**config.mk**
```make
export PLATFORM = sky130hd
export DESIGN_NAME = deadline_sorted_timer_queue
export DESIGN_NICKNAME = d
export VERILOG_FILES = /design/src/hdl/dstq_pkg.sv /design/src/hdl/dstq_ram.sv /design/src/hdl/deadline_sorted_timer_queue.sv
export SDC_FILE = /design/constraint.sdc
export NUM_CORES = 1
export LEC_CHECK = 0
export BUFFER_PORTS_ARGS = -buffer_cell sky130_fd_sc_hd__clkbuf_2
export CORE_MARGIN = 2
export CORE_UTILIZATION = 45
export DETAILED_ROUTE_END_ITERATION = 8
export GPL_ROUTABILITY_DRIVEN = 0
export SYNTH_ARGS = -nofsm -noshare
export SYNTH_HDL_FRONTEND = slang
export SYNTH_SLANG_ARGS = --single-unit
export TNS_END_PERCENT = 1
```
**constraint.sdc**
```tcl
create_clock -name clk -period 10.4 [get_ports clk]
set_input_delay 1.04 -clock clk [delete_from_list [all_inputs] [get_ports clk]]
set_output_delay 1.04 -clock clk [all_outputs]
set_load 0.01 [all_outputs]
```
**src/hdl/dstq_pkg.sv**
```systemverilog
// ----------------------------------------------------------------------------
// dstq_pkg: shared types and constants of the deadline sorted timer queue
// Operation and status codes, sequencer states and fixed field widths.
// ----------------------------------------------------------------------------
`default_nettype none

package dstq_pkg;

  localparam int TIMER_SLOTS_DEFAULT = 16;

  localparam int SEC_W  = 32;
  localparam int USEC_W = 20;
  localparam int OUT_SLOT_W = 4;
  localparam int OUT_CNT_W  = 5;

  localparam logic [USEC_W:0] USEC_PER_SEC = 21'd1000000;

  typedef enum logic [1:0] {
    OP_REGISTER   = 2'd0,
    OP_CANCEL     = 2'd1,
    OP_CANCEL_ALL = 2'd2,
    OP_POLL       = 2'd3
  } op_t;

  typedef enum logic [1:0] {
    STAT_OK         = 2'd0,
    STAT_NO_FREE    = 2'd1,
    STAT_NOT_ACTIVE = 2'd2
  } status_t;

  typedef enum logic [3:0] {
    S_IDLE,
    S_CARRY,
    S_POP,
    S_INS_RD,
    S_INS_CMP,
    S_FIND_RD,
    S_FIND_CMP,
    S_SHIFT_RD,
    S_SHIFT_WR,
    S_DRAIN_RD,
    S_DRAIN_WR,
    S_POLL_RD,
    S_POLL_CMP,
    S_DONE
  } state_t;

endpackage

`default_nettype wire

```
**src/hdl/dstq_ram.sv**
```systemverilog
// ----------------------------------------------------------------------------
// dstq_ram: generic simple dual port RAM
// One write port, one read port, read data registered.
// ----------------------------------------------------------------------------
`default_nettype none

module dstq_ram #(
  parameter int WIDTH = 8,
  parameter int DEPTH = 16
) (
  input  wire logic                     clk,
  input  wire logic                     we,
  input  wire logic [$clog2(DEPTH)-1:0] waddr,
  input  wire logic [WIDTH-1:0]         wdata,
  input  wire logic [$clog2(DEPTH)-1:0] raddr,
  output logic      [WIDTH-1:0]         rdata
);

  logic [WIDTH-1:0] mem [DEPTH];

  always_ff @(posedge clk) begin
    if (we) begin
      mem[waddr] <= wdata;
    end
    rdata <= mem[raddr];
  end

endmodule

`default_nettype wire

```
**src/hdl/deadline_sorted_timer_queue.sv**
```systemverilog
// ----------------------------------------------------------------------------
// deadline_sorted_timer_queue: timer slots kept in deadline order
// Register, cancel, cancel-all and poll on a fixed pool of timer slots.
// ----------------------------------------------------------------------------
// Usage:
//   Input beats arrive on s_*: s_tuser carries the operation, s_tdata the
//   current time, the delay and the cancel handle. Every input beat gives
//   exactly one result beat on m_*: status, new slot, expiry flag, expired
//   slot and the number of queued timers afterwards.
//   The queue lives in one RAM of (slot, deadline) entries sorted by
//   position; the free slots live in a second RAM used as a LIFO stack.
//   One deadline comparator and a small sequencer walk the queue, one RAM
//   read plus one compare or move at each step.
//   Work from accept to result:
//     register   : carry, pop a free slot, move later entries toward the tail
//     cancel     : find the slot from the head, move entries behind it forward
//     cancel all : push every queued slot on the free stack, head first
//     poll       : compare the head with now; if due, drop it and close the gap
//   Full pool, inactive handle or empty queue skip straight to the result.
//   One item is worked on at a time; s_tready is high only while idle.
//   A result waits in the output register while the next beat is accepted;
//   a stalled receiver holds the sequencer at its last step.
//   Reset empties the queue and puts every slot on the free stack, highest
//   index on top; no clearing pass is needed.
// ----------------------------------------------------------------------------
`default_nettype none

module deadline_sorted_timer_queue #(
  parameter int TIMER_SLOTS = dstq_pkg::TIMER_SLOTS_DEFAULT
) (
  input  wire logic         clk,
  input  wire logic         rst,
  input  wire logic         s_tvalid,
  output logic              s_tready,
  // [31:0] now_sec, [51:32] now_usec, [83:52] delay_sec,
  // [103:84] delay_usec, [107:104] target_slot, [111:108] zero
  input  wire logic [111:0] s_tdata,
  // [1:0] operation
  input  wire logic [1:0]   s_tuser,
  output logic              m_tvalid,
  input  wire logic         m_tready,
  // [1:0] status, [5:2] new_slot, [6] expired, [10:7] expired_slot,
  // [15:11] active_count
  output logic [15:0]       m_tdata
);

  localparam int SW = $clog2(TIMER_SLOTS);
  localparam int CW = $clog2(TIMER_SLOTS + 1);
  localparam int TW = dstq_pkg::SEC_W + dstq_pkg::USEC_W;
  localparam int EW = SW + TW;

  dstq_pkg::state_t state, state_next;

  // Item registers
  logic [dstq_pkg::SEC_W-1:0]  now_sec;
  logic [dstq_pkg::USEC_W-1:0] now_usec;
  logic [SW-1:0]               tgt;
  logic [dstq_pkg::SEC_W+1:0]  sum_sec, sum_sec_next;
  logic [dstq_pkg::USEC_W:0]   sum_usec, sum_usec_next;
  logic [SW-1:0]               slot, slot_next;

  // Queue and pool bookkeeping
  logic [CW-1:0]          p, p_next;
  logic [CW-1:0]          cnt, cnt_next;
  logic [CW-1:0]          ft, ft_next;
  logic [TIMER_SLOTS-1:0] active;
  logic [TIMER_SLOTS-1:0] fs_written;

  // Result under construction
  dstq_pkg::status_t res_status, res_status_next;
  logic [SW-1:0]     res_new, res_new_next;
  logic              res_exp, res_exp_next;
  logic [SW-1:0]     res_exp_slot, res_exp_slot_next;
  logic              out_load;

  // RAM ports
  logic          q_we;
  logic [SW-1:0] q_waddr, q_raddr;
  logic [EW-1:0] q_wdata, q_rdata;
  logic          f_we;
  logic [SW-1:0] f_waddr, f_raddr;
  logic [SW-1:0] f_wdata, f_rdata;

  logic          act_set, act_clr;
  logic [SW-1:0] act_idx;

  logic [SW-1:0]               e_slot;
  logic [dstq_pkg::SEC_W-1:0]  e_sec;
  logic [dstq_pkg::USEC_W-1:0] e_usec;
  logic [dstq_pkg::SEC_W-1:0]  key_sec;
  logic [EW-1:0]               new_entry;
  logic [SW-1:0]               fidx;
  logic [SW-1:0]               pop_slot;
  logic [dstq_pkg::SEC_W-1:0]  cmp_sec;
  logic [dstq_pkg::USEC_W-1:0] cmp_usec;
  logic                        cmp_earlier;
  logic                        tgt_ok;
  logic [CW-1:0]               p_inc;
  dstq_pkg::op_t               in_op;

  assign e_slot = q_rdata[EW-1:TW];
  assign e_sec  = q_rdata[TW-1:dstq_pkg::USEC_W];
  assign e_usec = q_rdata[dstq_pkg::USEC_W-1:0];

  // Saturate seconds that overflowed 32 bits
  assign key_sec   = (sum_sec[dstq_pkg::SEC_W+1:dstq_pkg::SEC_W] != 2'b00) ?
                     '1 : sum_sec[dstq_pkg::SEC_W-1:0];
  assign new_entry = {slot, key_sec, sum_usec[dstq_pkg::USEC_W-1:0]};

  assign fidx     = SW'(ft - CW'(1));
  assign pop_slot = fs_written[fidx] ? f_rdata : fidx;
  assign f_raddr  = fidx;
  assign p_inc    = p + CW'(1);

  // Shared deadline comparator: operand strictly earlier than queue entry
  assign cmp_sec     = (state == dstq_pkg::S_POLL_CMP) ? now_sec  : key_sec;
  assign cmp_usec    = (state == dstq_pkg::S_POLL_CMP) ? now_usec :
                       sum_usec[dstq_pkg::USEC_W-1:0];
  assign cmp_earlier = (cmp_sec != e_sec) ? (cmp_sec < e_sec) : (cmp_usec < e_usec);

  assign in_op  = dstq_pkg::op_t'(s_tuser);
  assign tgt_ok = (32'(s_tdata[107:104]) < TIMER_SLOTS) &&
                  active[SW'(s_tdata[107:104])];

  assign s_tready = (state == dstq_pkg::S_IDLE);

  always_ff @(posedge clk) begin
    if (rst) begin
      state <= dstq_pkg::S_IDLE;
    end else begin
      state <= state_next;
    end
  end

  always_comb begin
    state_next        = state;
    p_next            = p;
    cnt_next          = cnt;
    ft_next           = ft;
    sum_sec_next      = sum_sec;
    sum_usec_next     = sum_usec;
    slot_next         = slot;
    res_status_next   = res_status;
    res_new_next      = res_new;
    res_exp_next      = res_exp;
    res_exp_slot_next = res_exp_slot;
    out_load          = 1'b0;
    q_we              = 1'b0;
    q_waddr           = p[SW-1:0];
    q_wdata           = new_entry;
    q_raddr           = p[SW-1:0];
    f_we              = 1'b0;
    f_waddr           = ft[SW-1:0];
    f_wdata           = e_slot;
    act_set           = 1'b0;
    act_clr           = 1'b0;
    act_idx           = e_slot;

    unique case (state)
      dstq_pkg::S_IDLE: begin
        if (s_tvalid) begin
          res_status_next   = dstq_pkg::STAT_OK;
          res_new_next      = '0;
          res_exp_next      = 1'b0;
          res_exp_slot_next = '0;
          sum_sec_next      = {2'b00, s_tdata[31:0]} + {2'b00, s_tdata[83:52]};
          sum_usec_next     = {1'b0, s_tdata[51:32]} + {1'b0, s_tdata[103:84]};
          p_next            = '0;
          unique case (in_op)
            dstq_pkg::OP_REGISTER: begin
              if (ft == '0) begin
                res_status_next = dstq_pkg::STAT_NO_FREE;
                state_next      = dstq_pkg::S_DONE;
              end else begin
                state_next = dstq_pkg::S_CARRY;
              end
            end
            dstq_pkg::OP_CANCEL: begin
              if (!tgt_ok) begin
                res_status_next = dstq_pkg::STAT_NOT_ACTIVE;
                state_next      = dstq_pkg::S_DONE;
              end else begin
                state_next = dstq_pkg::S_FIND_RD;
              end
            end
            dstq_pkg::OP_CANCEL_ALL: begin
              state_next = (cnt == '0) ? dstq_pkg::S_DONE : dstq_pkg::S_DRAIN_RD;
            end
            dstq_pkg::OP_POLL: begin
              state_next = (cnt == '0) ? dstq_pkg::S_DONE : dstq_pkg::S_POLL_RD;
            end
            default: state_next = dstq_pkg::S_DONE;
          endcase
        end
      end

      dstq_pkg::S_CARRY: begin
        // Reduce microseconds one second at a time
        if (sum_usec >= dstq_pkg::USEC_PER_SEC) begin
          sum_usec_next = sum_usec - dstq_pkg::USEC_PER_SEC;
          sum_sec_next  = sum_sec + 34'd1;
        end else begin
          state_next = dstq_pkg::S_POP;
        end
      end

      dstq_pkg::S_POP: begin
        slot_next    = pop_slot;
        res_new_next = pop_slot;
        ft_next      = ft - CW'(1);
        act_set      = 1'b1;
        act_idx      = pop_slot;
        p_next       = cnt;
        state_next   = dstq_pkg::S_INS_RD;
      end

      dstq_pkg::S_INS_RD: begin
        if (p == '0) begin
          q_we       = 1'b1;
          cnt_next   = cnt + CW'(1);
          state_next = dstq_pkg::S_DONE;
        end else begin
          q_raddr    = SW'(p - CW'(1));
          state_next = dstq_pkg::S_INS_CMP;
        end
      end

      dstq_pkg::S_INS_CMP: begin
        q_we = 1'b1;
        if (cmp_earlier) begin
          // Move the later entry one place toward the tail
          q_wdata    = q_rdata;
          p_next     = p - CW'(1);
          state_next = dstq_pkg::S_INS_RD;
        end else begin
          cnt_next   = cnt + CW'(1);
          state_next = dstq_pkg::S_DONE;
        end
      end

      dstq_pkg::S_FIND_RD: begin
        state_next = dstq_pkg::S_FIND_CMP;
      end

      dstq_pkg::S_FIND_CMP: begin
        if (e_slot == tgt) begin
          f_we       = 1'b1;
          ft_next    = ft + CW'(1);
          act_clr    = 1'b1;
          state_next = dstq_pkg::S_SHIFT_RD;
        end else begin
          p_next     = p_inc;
          state_next = dstq_pkg::S_FIND_RD;
        end
      end

      dstq_pkg::S_SHIFT_RD: begin
        if (p_inc >= cnt) begin
          cnt_next   = cnt - CW'(1);
          state_next = dstq_pkg::S_DONE;
        end else begin
          q_raddr    = p_inc[SW-1:0];
          state_next = dstq_pkg::S_SHIFT_WR;
        end
      end

      dstq_pkg::S_SHIFT_WR: begin
        q_we       = 1'b1;
        q_wdata    = q_rdata;
        p_next     = p_inc;
        state_next = dstq_pkg::S_SHIFT_RD;
      end

      dstq_pkg::S_DRAIN_RD: begin
        state_next = dstq_pkg::S_DRAIN_WR;
      end

      dstq_pkg::S_DRAIN_WR: begin
        // Push head first, so the old tail ends on top
        f_we    = 1'b1;
        ft_next = ft + CW'(1);
        act_clr = 1'b1;
        if (p_inc == cnt) begin
          cnt_next   = '0;
          state_next = dstq_pkg::S_DONE;
        end else begin
          p_next     = p_inc;
          state_next = dstq_pkg::S_DRAIN_RD;
        end
      end

      dstq_pkg::S_POLL_RD: begin
        state_next = dstq_pkg::S_POLL_CMP;
      end

      dstq_pkg::S_POLL_CMP: begin
        if (!cmp_earlier) begin
          res_exp_next      = 1'b1;
          res_exp_slot_next = e_slot;
          f_we              = 1'b1;
          ft_next           = ft + CW'(1);
          act_clr           = 1'b1;
          state_next        = dstq_pkg::S_SHIFT_RD;
        end else begin
          state_next = dstq_pkg::S_DONE;
        end
      end

      dstq_pkg::S_DONE: begin
        if (!m_tvalid || m_tready) begin
          out_load   = 1'b1;
          state_next = dstq_pkg::S_IDLE;
        end
      end

      default: state_next = dstq_pkg::S_IDLE;
    endcase
  end

  always_ff @(posedge clk) begin
    if (rst) begin
      p          <= '0;
      cnt        <= '0;
      ft         <= CW'(TIMER_SLOTS);
      active     <= '0;
      fs_written <= '0;
      m_tvalid   <= 1'b0;
    end else begin
      p   <= p_next;
      cnt <= cnt_next;
      ft  <= ft_next;
      if (act_set) begin
        active[act_idx] <= 1'b1;
      end
      if (act_clr) begin
        active[act_idx] <= 1'b0;
      end
      if (f_we) begin
        fs_written[f_waddr] <= 1'b1;
      end
      if (out_load) begin
        m_tvalid <= 1'b1;
      end else if (m_tready) begin
        m_tvalid <= 1'b0;
      end
    end
  end

  always_ff @(posedge clk) begin
    if (s_tvalid && s_tready) begin
      now_sec  <= s_tdata[31:0];
      now_usec <= s_tdata[51:32];
      tgt      <= SW'(s_tdata[107:104]);
    end
    sum_sec      <= sum_sec_next;
    sum_usec     <= sum_usec_next;
    slot         <= slot_next;
    res_status   <= res_status_next;
    res_new      <= res_new_next;
    res_exp      <= res_exp_next;
    res_exp_slot <= res_exp_slot_next;
    if (out_load) begin
      m_tdata <= {dstq_pkg::OUT_CNT_W'(cnt),
                  dstq_pkg::OUT_SLOT_W'(res_exp_slot),
                  res_exp,
                  dstq_pkg::OUT_SLOT_W'(res_new),
                  res_status};
    end
  end

  dstq_ram #(
    .WIDTH(EW),
    .DEPTH(TIMER_SLOTS)
  ) u_queue_ram (
    .clk  (clk),
    .we   (q_we),
    .waddr(q_waddr),
    .wdata(q_wdata),
    .raddr(q_raddr),
    .rdata(q_rdata)
  );

  dstq_ram #(
    .WIDTH(SW),
    .DEPTH(TIMER_SLOTS)
  ) u_free_ram (
    .clk  (clk),
    .we   (f_we),
    .waddr(f_waddr),
    .wdata(f_wdata),
    .raddr(f_raddr),
    .rdata(f_rdata)
  );

`ifndef ASSERT_OFF
  // Every slot is either queued or on the free stack
  a_pool_balance: assert property (@(posedge clk) disable iff (rst)
    (state == dstq_pkg::S_IDLE) |-> (32'(ft) + 32'(cnt) == TIMER_SLOTS))
    else $error("free stack and queue do not account for every slot");

  a_active_count: assert property (@(posedge clk) disable iff (rst)
    (state == dstq_pkg::S_IDLE) |-> ($countones(active) == 32'(cnt)))
    else $error("active flags disagree with queue length");

  a_pop_nonempty: assert property (@(posedge clk) disable iff (rst)
    (state == dstq_pkg::S_POP) |-> (ft != '0))
    else $error("slot taken from an empty free stack");
`endif

endmodule

`default_nettype wire

```
; After elaboration in Yosys (flattened, before gate mapping)
; Memory sizes are Yosys's and may differ from the RTL's. A register that Yosys moved wholly into a read port is not among the register bits.
; Index checks and enable logic that the tools add are counted.
[word_totals]
ff_bits = 194
ram_bits = 960
inputBits = 118
out_inout_bits = 18
wordCells = 183
memories = 2
[mem_list]
columns = name, words, word_bits, read_ports, rd_clocked_by_memory_dff, write_ports, line
row1 = u_queue_ram.mem, 16, 56, 1, 1, 1, dstq_ram.sv:19  ; logic [WIDTH-1:0] mem [DEPTH];
row2 = u_free_ram.mem, 16, 4, 1, 1, 1, dstq_ram.sv:19
[op_classes]
add_sub_neg = 10
magnitude_cmp = 10
n_eq_ne = 32
mux = 80
n_bitwise = 4
reduce_logical = 27
[op_table]
columns = cell, count
row1 = $pmux 56 s2, 1
row2 = $mux 34, 2
row3 = $pmux 34 s2, 1
row4 = $mux 32, 2
row5 = $mux 4, 14
row6 = $mux 56, 1
row7 = $pmux 4 s14, 1
row8 = $mux 5, 10
row9 = $mux 16, 3
row10 = $mux 21, 2
row11 = $pmux 21 s2, 1
row12 = $pmux 5 s4, 2
row13 = $add 34x1->34 const B, 1
row14 = $add 32x32->33, 1
row15 = $lt 32x32->1, 1
row16 = $ne 32x32->1, 1
row17 = $or 16x16->16, 2
row18 = $pmux 5 s6, 1
row19 = $ne 2x2->1 const B, 13
row20 = $eq 4x4->1 const B, 6
row21 = $pmux 4 s2, 3
row22 = $add 20x20->21, 1
row23 = $ge 21x20->1 const B, 1
row24 = $sub 21x20->21 const B, 1
row25 = other kinds (38), 91

; Logic depth before layout (Yosys ltp)
; Gate-level depths: netlist of run 1.
[logic_depth]
word_depth = 14
mapped_depth = 18
depth_no_buf = 13

; Hierarchy
; A second synthesis of run 1 with hierarchy kept.
[hier_totals]
hier_cells = 3161
area_unflattened_um2 = 51615.8
[by_module_without_submodules]
columns = mod, n_inst, cells_each, area_each_um2, seq_area_each_um2
row1 = dstq_ram at u_queue_ram, 1, 1445, 34678.3, 28026.9
row2 = deadline_sorted_timer_queue, 1, 1586, 14271.2, 5305.1
row3 = dstq_ram at u_free_ram, 1, 130, 2666.3, 2001.9

; Worst setup path before layout of run 1
; Ideal clock, no wire load.
[synth_timing]
path_type = register -> register
startpoint = reg p[0]
endpoint = mem u_queue_ram.mem[1][0] (netlist bit) (enable)
setup_ns = 0.539
arrival_time_ns = 5.478
required_ns = 9.861
slack_ns = 4.383
stages_incl_launch_ff = 8
n_path_buf = 0
synth_period_minus_slack_ns = 6.017
path_cell_list = dfxtp_1 > inv_1 > ha_1 > or4b_1 > a2bb2oi_1 > o22ai_1 > nand2_1 > nor3_1
[synth_between]
elab_chain_len = 5
[synth_lines]
columns = element, line
row1 = from (decl), deadline_sorted_timer_queue.sv:63  ; logic [CW-1:0] p, p_next;
row2 = from (signal assigned), deadline_sorted_timer_queue.sv:329  ; p <= p_next;
row3 = $logic_not 5->1, deadline_sorted_timer_queue.sv:218  ; if (p == '0) begin
row4 = $mux 1, deadline_sorted_timer_queue.sv:218
row5 = $pmux 1 s2, deadline_sorted_timer_queue.sv:159  ; unique case (state)
row6 = $mux 1, dstq_ram.sv:22  ; if (we) begin
row7 = $mux 1 (implied by the code), dstq_ram.sv:23  ; mem[waddr] <= wdata;
row8 = to (decl), dstq_ram.sv:19
; Parallel ways exist; a longest one is shown, timed or not.

; Worst setup path in the final report of run 1
[layout_timing]
startpoint = reg state[0]
endpoint = mem u_queue_ram.mem[6][32] (netlist bit) (data pin)
[layout_between]
elab_chain_len = 6
elab_cells_between_ends = 11
cone_classes = 2 x order compare / 4 x eq/ne / 5 x mux
[layout_lines]
columns = element, line
row1 = from (decl), deadline_sorted_timer_queue.sv:52  ; dstq_pkg::state_t state, state_next;
row2 = from (signal assigned), deadline_sorted_timer_queue.sv:129  ; state <= dstq_pkg::S_IDLE;
row3 = from (signal assigned), deadline_sorted_timer_queue.sv:131  ; state <= state_next;
row4 = $eq 4x4->1, "deadline_sorted_timer_queue.sv:116, deadline_sorted_timer_queue.sv:117"
row5 = $mux 32 / $mux 20 (equally long branches), "deadline_sorted_timer_queue.sv:116, deadline_sorted_timer_queue.sv:117"
row6 = $lt 32x32->1 (tied with other cells), deadline_sorted_timer_queue.sv:119  ; assign cmp_earlier = (cmp_sec != e_sec) ? (cmp_sec < e_sec) : (cmp_usec < e_usec);
row7 = $mux 1, deadline_sorted_timer_queue.sv:119
row8 = $mux 56, deadline_sorted_timer_queue.sv:230  ; if (cmp_earlier) begin
row9 = $pmux 56 s2 *, deadline_sorted_timer_queue.sv:159
row10 = via q_wdata[32], deadline_sorted_timer_queue.sv:79  ; logic [EW-1:0] q_wdata, q_rdata;
; The timed path passes the listed nets; every way through them passes the cells marked *.

==> results.md, run 1 <==
- STA puts the critical path data arrival time at 7.67 ns.
- The library cell occupying the most area in the post-synthesis netlist is sky130_fd_sc_hd__edfxtp_1.
- The tool flagged a number of max-cap violations equal to 0.
- The proportion of register bits with asynchronous set or reset after synthesis is 0%.
- The y dimension of the die is 348 um.
- The endpoint with the worst hold slack is m_tdata[4].
- The clock passes through at most 3 buffers.
- In the layout the commonest cells are sky130_fd_sc_hd__edfxtp_1, sky130_fd_sc_hd__mux2i_1, sky130_fd_sc_hd__nand2_1.
- The run finished with clean final reports.
- Synthesis produced a netlist with a net count of roughly 3.9k.
- The path category of the worst min-delay check is flip-flop to flip-flop.
- In this run the most critical hold path is launched from res_new[2].
- The final-report max-slew violation count is 0.
- The via count of the first global-routing pass is 29.7k.
- The final hold violation count was 0.
- The clock slew at the register clock pins of the worst setup and hold paths is 0.06 ns.
- TritonCTS created 119 clock buffers.
- Along the worst path, the maximum fanout reaches 66.
- After clock tree synthesis, the repair step resized 0 gates.
- Of the post-synthesis cell area, the dominant cell type holds 62.2%.
- The endpoint class of the critical path is a flip-flop.
- The number of I/O port buffers is 131.
- The transition time at the pin with the least slew margin is ~1.3 ns.
- The worst hold path passes through 0 cells.
- The number of remaining DRC errors is 0.
- The floorplan step set the die width to 348 um.
- For this run, the leading register cell type out of synthesis is sky130_fd_sc_hd__edfxtp_1.
- Cells with a size suffix above 1 make up 14.7% of the layout.
- The finished cells cover between 50000 and 60000 um^2.
- Across every metal layer, demand over resource in global routing totals 21.6%.
- Setup repair after global routing left no endpoint under its margin.
- The post-route minimum period is between 7 and 8 ns.
- Walking the worst path, the cells encountered are nand4bb_4 -> buf_4 -> a21oi_1 -> ha_1 -> nand4_1 -> nor3_1 -> nand4_1 -> a211oi_1 -> o211a_1 -> o21bai_1 -> o21ai_4 -> buf_4 -> mux2i_1.
- After detailed routing, the average wire length per cell comes to around 24 um.
- The count of nets left with antenna violations once routing finished came out at 0.
- Relative to the synthesized area, the layout overhead comes to 11.9%.
- The post-DP HPWL is 77.1 mm.
- Summing internal, switching and leakage power gives 16.4 mW.
- For this design, the CTS-stage hold fixing added 0 buffers.
- The placeable core region is 118000 um^2.
- 136 I/O pins were placed.
- In this run, synthesis produced a sequential element count of 1214.
- For the final database, setup skew stands at 0.0320 ns.
- The critical path in this run is classified as flip-flop to flip-flop.
- The insertion delay of the later-clocked pin in the worst-skew pair is 0.72 ns.
- The vias after detailed routing is 31.0k.
- TritonCTS built the clock tree.
- The first global-routing pass estimated 194 mm of wire.
- STA classifies the critical path startpoint as a flip-flop.
- CTS placed an instance of sky130_fd_sc_hd__clkbuf_16 at the clock tree root.
- Summed over all cells, the static leakage comes to 21.7 nW.
- The number of rows created at floorplan is 126.
- In this run the mean area of a mapped cell was 14.5 um^2.
- Sequential cells were found to cover 66.4% of the synthesized design area.
- The endpoint identified for the worst register-to-register timing path is u_queue_ram.mem[6][32].
- The number of cells on the worst reg-to-reg path is 13.
- Dividing the detail-routed via count by the number of cells gives 5.72.
- The launch instance of the worst register-to-register path is state[0].
- The count of different cell masters after synthesis is 82.
- The post-CTS setup buffer count is 0.
- The final net count is 4023.
- The critical-path cell with the highest stage delay is sky130_fd_sc_hd__mux2i_1.
- The sum of routed wire length over all layers is between 100 and 150 mm.
- The maximum number of pins on one net before global-route repair is 188.
- The post-synth design cell area is 53200 um^2.
- Leaving out fill and tap cells, the most frequent cell in the layout is sky130_fd_sc_hd__edfxtp_1.
- The initial antenna violation count is 2.
- Once the floorplan was initialized, standard cells occupied 45.2% of the core.
- The ratio of final minimum period to clock period is a little over two thirds.
- For this design the ratio of total power to cell area is about 270 nW/um^2.
- Summed over all layers, the global routing overflow is 0.
- At the worst endpoint, the required time is 10.72 ns.
- Based on the critical path, the design can be clocked at up to 136 MHz.
- For flop-to-flop paths, the worst setup slack is 3.05 ns.
- The worst-case IR drop observed on VDD is 0.249 mV.
- The worst max-slew margin expressed relative to the limit is 10.3%.
- The die area is 121000 um^2.
- The number of clock sinks is 1214.
- The first routing iteration left around 2.7k violations.
- Synthesis handed over a netlist of 3660 instances.
- The number of setup violations in the final report is 0.
- In the post-synthesis netlist, the biggest area contributors are sky130_fd_sc_hd__edfxtp_1, sky130_fd_sc_hd__mux2i_1, sky130_fd_sc_hd__dfxtp_1.
- The number of enable-type register cells in the synthesized netlist is between 1k and 1.5k.
- The placed instances occupy a cell area of about 56000 um^2.
- The maximum single-stage delay on the critical path is roughly 1.1 ns.
- Adding up every negative setup slack in the final design gives 0 ns.
- The iteration count of the initial detailed-routing pass is 6.
- The total of warnings raised by yosys is 0.
- CTS built an H-tree with a depth of 3.
==> worst max-delay path by stage <==
stage	to	cells past startpoint	from	slack, ns
3_3_place_gp	u_queue_ram.mem[10][34]	13	state[0]	3.41
5_1_grt	u_queue_ram.mem[14][31]	13	state[0]	2.71
2_1_floorplan	u_queue_ram.mem[1][0]	7	p[0]	4.38
3_5_place_dp	u_queue_ram.mem[9][32]	13	state[0]	3.33
4_1_cts	u_queue_ram.mem[6][32]	13	state[0]	3.27
6_report	u_queue_ram.mem[6][32]	13	state[0]	3.05
==> critical path, delay by kind of cell (launching register included) <==
| family | cells | cell delay (ns) |
|---|---|---|
| buf+inv | 2 | 1.38 |
| compound gates | 5 | 1.70 |
| flops | 1 | 0.79 |
| fa+ha+maj | 1 | 0.33 |
| simple gates | 4 | 1.54 |
| mux | 1 | 1.14 |
==> cell type report <==
type / instances / area, um^2
sequential: 1214 / 35300
clock buffer: 163 / 3310
antenna: 2 / 5.00
multi-input combinational: 2164 / 16900
inverter: 99 / 372
clock inverter: 61 / 637
fill: 9906 / 58200
tap: 1536 / 1920
timing repair buffer: 181 / 1090
==> cell usage after synthesis, drive strengths merged (5+ instances only) <==
cell and instances:
o21ai 198, a211oi 20, and2 16, o21bai 7, nor4 20, nand3 43
or4 5, a311oi 6, o21a 18, buf 91, nand2 260, o2bb2ai 15
nor3 38, and3 19, xor2 35, o31ai 9, xnor2 55, or3 24
a221oi 5, ha 123, mux4 30, nand4 20, a21oi 116, edfxtp 1102
a31oi 12, inv 99, and4 7, clkbuf 92, nand2b 20, nor2 161
dfxtp 112, a22oi 72, o41ai 5, o221ai 59, a21boi 5, a21o 29
o211ai 8, mux2 139, nor2b 15, mux2i 490
==> power breakdown <==
part	internal, mW	switching (mW)	total [mW]	leakage, nW
combinational	1.74	3.20	4.94	9.02
clock	2.52	1.81	4.33	1.91
sequential	6.72	0.363	7.09	10.8
==> cell families after synthesis <==
kind of cell | count (synthesis) | share of synthesized area (%)
flip-flops | 1214 | 66.4
AND/OR/NAND/NOR | 666 | 5.77
multiplexers | 659 | 13.5
AO/OA/AOI/OAI | 623 | 7.62
buffers and inverters | 282 | 2.28
adder cells (fa/ha/maj) | 126 | 3.00
XOR/XNOR | 90 | 1.49
==> per-layer routing <==
metal	up-vias	GRT usage (%)	share of wire, %
met1	15600	30.1	44
met2	822	34.8	47
met5	-	0	0.0068
met4	2	7.39	3.4
li1	14400	-	-
met3	209	2.90	5.3
==> metrics by stage <==
stage	utilization (%)	setup WS [ns]	hold slack, ns	cells
after global placement	47.2	3.41	0.404	5194
final	50.6	3.05	0.419	5420
after floorplan	-	4.38	0.400	3660
after detailed placement	47.2	3.33	0.406	5194
after global routing	50.6	2.71	0.426	5418
after CTS	50.6	3.27	0.420	5418
==> sequential cells by signal, indices dropped and copies added, names as in the netlist, 16 cells and up <==
signal and cells:
u_queue_ram.mem 896, u_free_ram.mem 64, u_queue_ram.rdata 56, sum_sec 34, now_sec 32, sum_usec 21
now_usec 20, active 16, fs_written 16, m_tdata 16
No activity file was read; power rests on OpenSTA's default activity.
==> run 2: changes to the inputs <==
clock period = 6.3 ns   (was 10.4 ns; I/O delays follow)
==> run 2 against run 1 <==
Against the previous run:
- die area unchanged
- sequential power up 64%
- critical path depth rose by 1
- clock power up 75%
- sequential cell count unchanged
- routed wire length grew 2.2%
- sequential share of layout area fell by 1.1 points
- largest cell class unchanged
- utilization is 0.96 points higher
- clock skew rose by 0.0010 ns
- clock-buffer cell count rose by 2
- register-to-register slack got worse by 2.3 ns
==> results.md, run 2 (synthesis results as in run 1) <==
- In the final layout, the share of cells above drive strength 1 is 16.4%.
- The slowest stage of the critical path belongs to the cell sky130_fd_sc_hd__mux2i_1.
- The quantity of hold-fixing buffers added after cts is 0.
- The final net count is a little over 4k.
- The run finished with clean final reports.
- Hold is met by approximately 0.08 ns.
- Setup repair after global routing left no endpoint under its margin.
- Once the floorplan was initialized, standard cells occupied between 40% and 50% of the core.
- The post-DP HPWL is 81.3 mm.
- After detailed routing, no signal wire sits above met5.
- The library cells used most frequently in the layout, excluding fill and tap cells, are sky130_fd_sc_hd__edfxtp_1, sky130_fd_sc_hd__mux2i_1, sky130_fd_sc_hd__nand2_1.
- The maximum number of pins on one net before global-route repair is a little under 100.
- The setup path with the least slack is of type flip-flop to flip-flop.
- The count of fill cells added during filler insertion is 9789.
- The smallest clock period supported by the final layout is computed as 5.54 ns.
- The clock slew at the register clock pins of the worst setup and hold paths is 0.06 ns.
- The number of max-cap violations is 0.
- The detail route stage leaves a number of antenna-violating nets equal to 0.
- The total area inside the core boundary comes to 118000 um^2.
- Traced cell by cell, the critical path runs through nand4bb_4 -> inv_2 -> buf_4 -> nand2_1 -> nand2_1 -> ha_1 -> a21o_1 -> a21o_1 -> nor4b_1 -> o211a_1 -> o21bai_1 -> o21ai_4 -> buf_12 -> mux2i_1.
- Measured along the y axis, the die boundary spans between 300 and 400 um.
- Counting the buffers created by CTS gives 130.
- The count of buffers added on input and output ports is 131.
- The largest driver fanout on the critical path is 20.
- The number of flip-flops in the largest register is between 800 and 900.
- The die area is about 120000 um^2.
- The total global-route track usage is between 20 and 25%.
- The clock arrives with around 0.033 ns of skew.
- The endpoint class of the critical path is a flip-flop.
- The largest registers in the layout are u_queue_ram.mem x896, u_free_ram.mem x64, u_queue_ram.rdata x56.
- The final routed wire length divided by cell count is 24.6 um.
- Post-CTS timing repair inserted 0 buffers for setup.
- Dividing total power by cell area gives a power density of 459 nW/um^2.
- The CTS root buffer is sky130_fd_sc_hd__clkbuf_16.
- The vias after detailed routing is 31.3k.
- Summed over all nets, wire length on met2 after detailed routing comes to 64.9 mm.
- The pre-antenna-repair detailed-routing pass consisted of 6 iterations.
- The met3 wire length is about 7.2 mm.
- In the final routing, the length of wire on met1 measures about 58 mm.
- CTS saw 1214 sinks.
- The worst hold path belongs to the class primary input to flip-flop.
- The number of setup violations in the final report is 0.
- The cell leakage power is 22.3 nW.
- The I/O pin count is 136.
- The maximum single-stage delay on the critical path is 0.98 ns.
- Once the clock tree was built, the resizer swapped 0 gates to a different size.
- The launching element type of the critical path is a flip-flop.
- The CTS H-tree depth is 4.
- The total negative slack is 0 ns.
- The via count of the first global-routing pass came to 30.4k.
- The transition time at the pin with the least slew margin is 1.25 ns.
- Relative to the synthesized area, the layout overhead comes to 14.0%.
- The upper clock frequency limit is 181 MHz.
- The global-route wire length before repair is roughly 200 mm.
- The data required time at the worst endpoint is 6.67 ns.
- The DRC marker count from the first detailed-route iteration is 2643.
- The register containing the most flip-flops in the final layout is u_queue_ram.mem.
- The die outline width is 348 um.
- The sum of routed wire length over all layers is 135 mm.
- The number of rows created at floorplan is 126.
- The clock reaches the later pin of the worst-skew pair after 0.75 ns.
- The final-report max-slew violation count came to 0.
- The ratio of final minimum period to clock period is 87.9%.
- TritonCTS built the clock tree.
- In the routed design, unresolved DRC markers number 0.
- The global route total overflow is 0.
- The worst max-slew margin expressed relative to the limit is between 10% and 20%.
- The final hold violation count came to 0.
- At the worst endpoint, the arrival time is 5.91 ns.
- Across the VDD grid, the largest voltage drop is 0.290 mV.
- No sink is reached through more buffers than the 3 on the longest clock path.
- The most common library cell in the layout ignoring fill and taps is sky130_fd_sc_hd__edfxtp_1.
- The initial antenna violation count is 10.
- The routed via count divided by cell count is 5.69.
[run 2: metrics by stage]
step | instances | area (um^2) | worst slack (ns) | utilization [%] | total power, mW
2_1_floorplan | 3660 | 53200 | 0.283 | - | 17.4
3_3_place_gp | 5262 | 56400 | 0.956 | 47.9 | 20.3
3_5_place_dp | 5262 | 56400 | 0.955 | 47.9 | 20.4
4_1_cts | 5499 | 60700 | 0.898 | 51.5 | 28.0
5_1_grt | 5499 | 60700 | 0.517 | 51.5 | 29.2
6_report | 5500 | 60700 | 0.760 | 51.5 | 27.9
[run 2: power breakdown]
group          leakage, nW  switching, mW  internal (mW)  total, mW
registers             10.8          0.571           11.1       11.6
logic                 9.45           5.47           3.16       8.63
clock network         2.09           3.13           4.46       7.59
total                 22.3           9.18           18.7       27.9
[run 2: layer usage]
layer  up-vias  GRT usage (%)
li1      14500              -
met1     15700           29.5
met2       862           36.5
met3       243           3.56
met4        12           8.91
met5         -              0
[run 2: area by class of cell]
type | instances | area, um^2 | area share (%)
clock buffers | 165 | 3550 | 5.85
flip-flops and latches | 1214 | 35300 | 58.2
diodes | 1 | 2.50 | 0.00412
inverters | 99 | 372 | 0.612
multi-input cells | 2164 | 16900 | 27.8
clock inverters | 72 | 697 | 1.15
repair buffers | 249 | 1920 | 3.16
well taps | 1536 | 1920 | 3.17
[run 2: final timing paths]
| kind | to | slack (ns) | depth (start not counted) | from |
|---|---|---|---|---|
| max reg2reg | u_queue_ram.mem[13][45] | 0.76 | 14 | state[1] |
| max | u_queue_ram.mem[13][45] | 0.76 | 14 | state[1] |
| min reg2reg | m_tdata[1] | 0.42 | 0 | res_status[1] |
| min | now_sec[23] | 0.08 | 1 | s_tdata[23] |
[run 2: critical path, delay by kind of cell (launching register included)]
family	cells	cell delay, ns
and+or+nand+nor	4	1.53
AOI/OAI and AO/OA	5	1.12
muxes	1	0.98
buffers and inverters	3	0.94
DFF	1	0.31
adders and majority gates	1	0.23
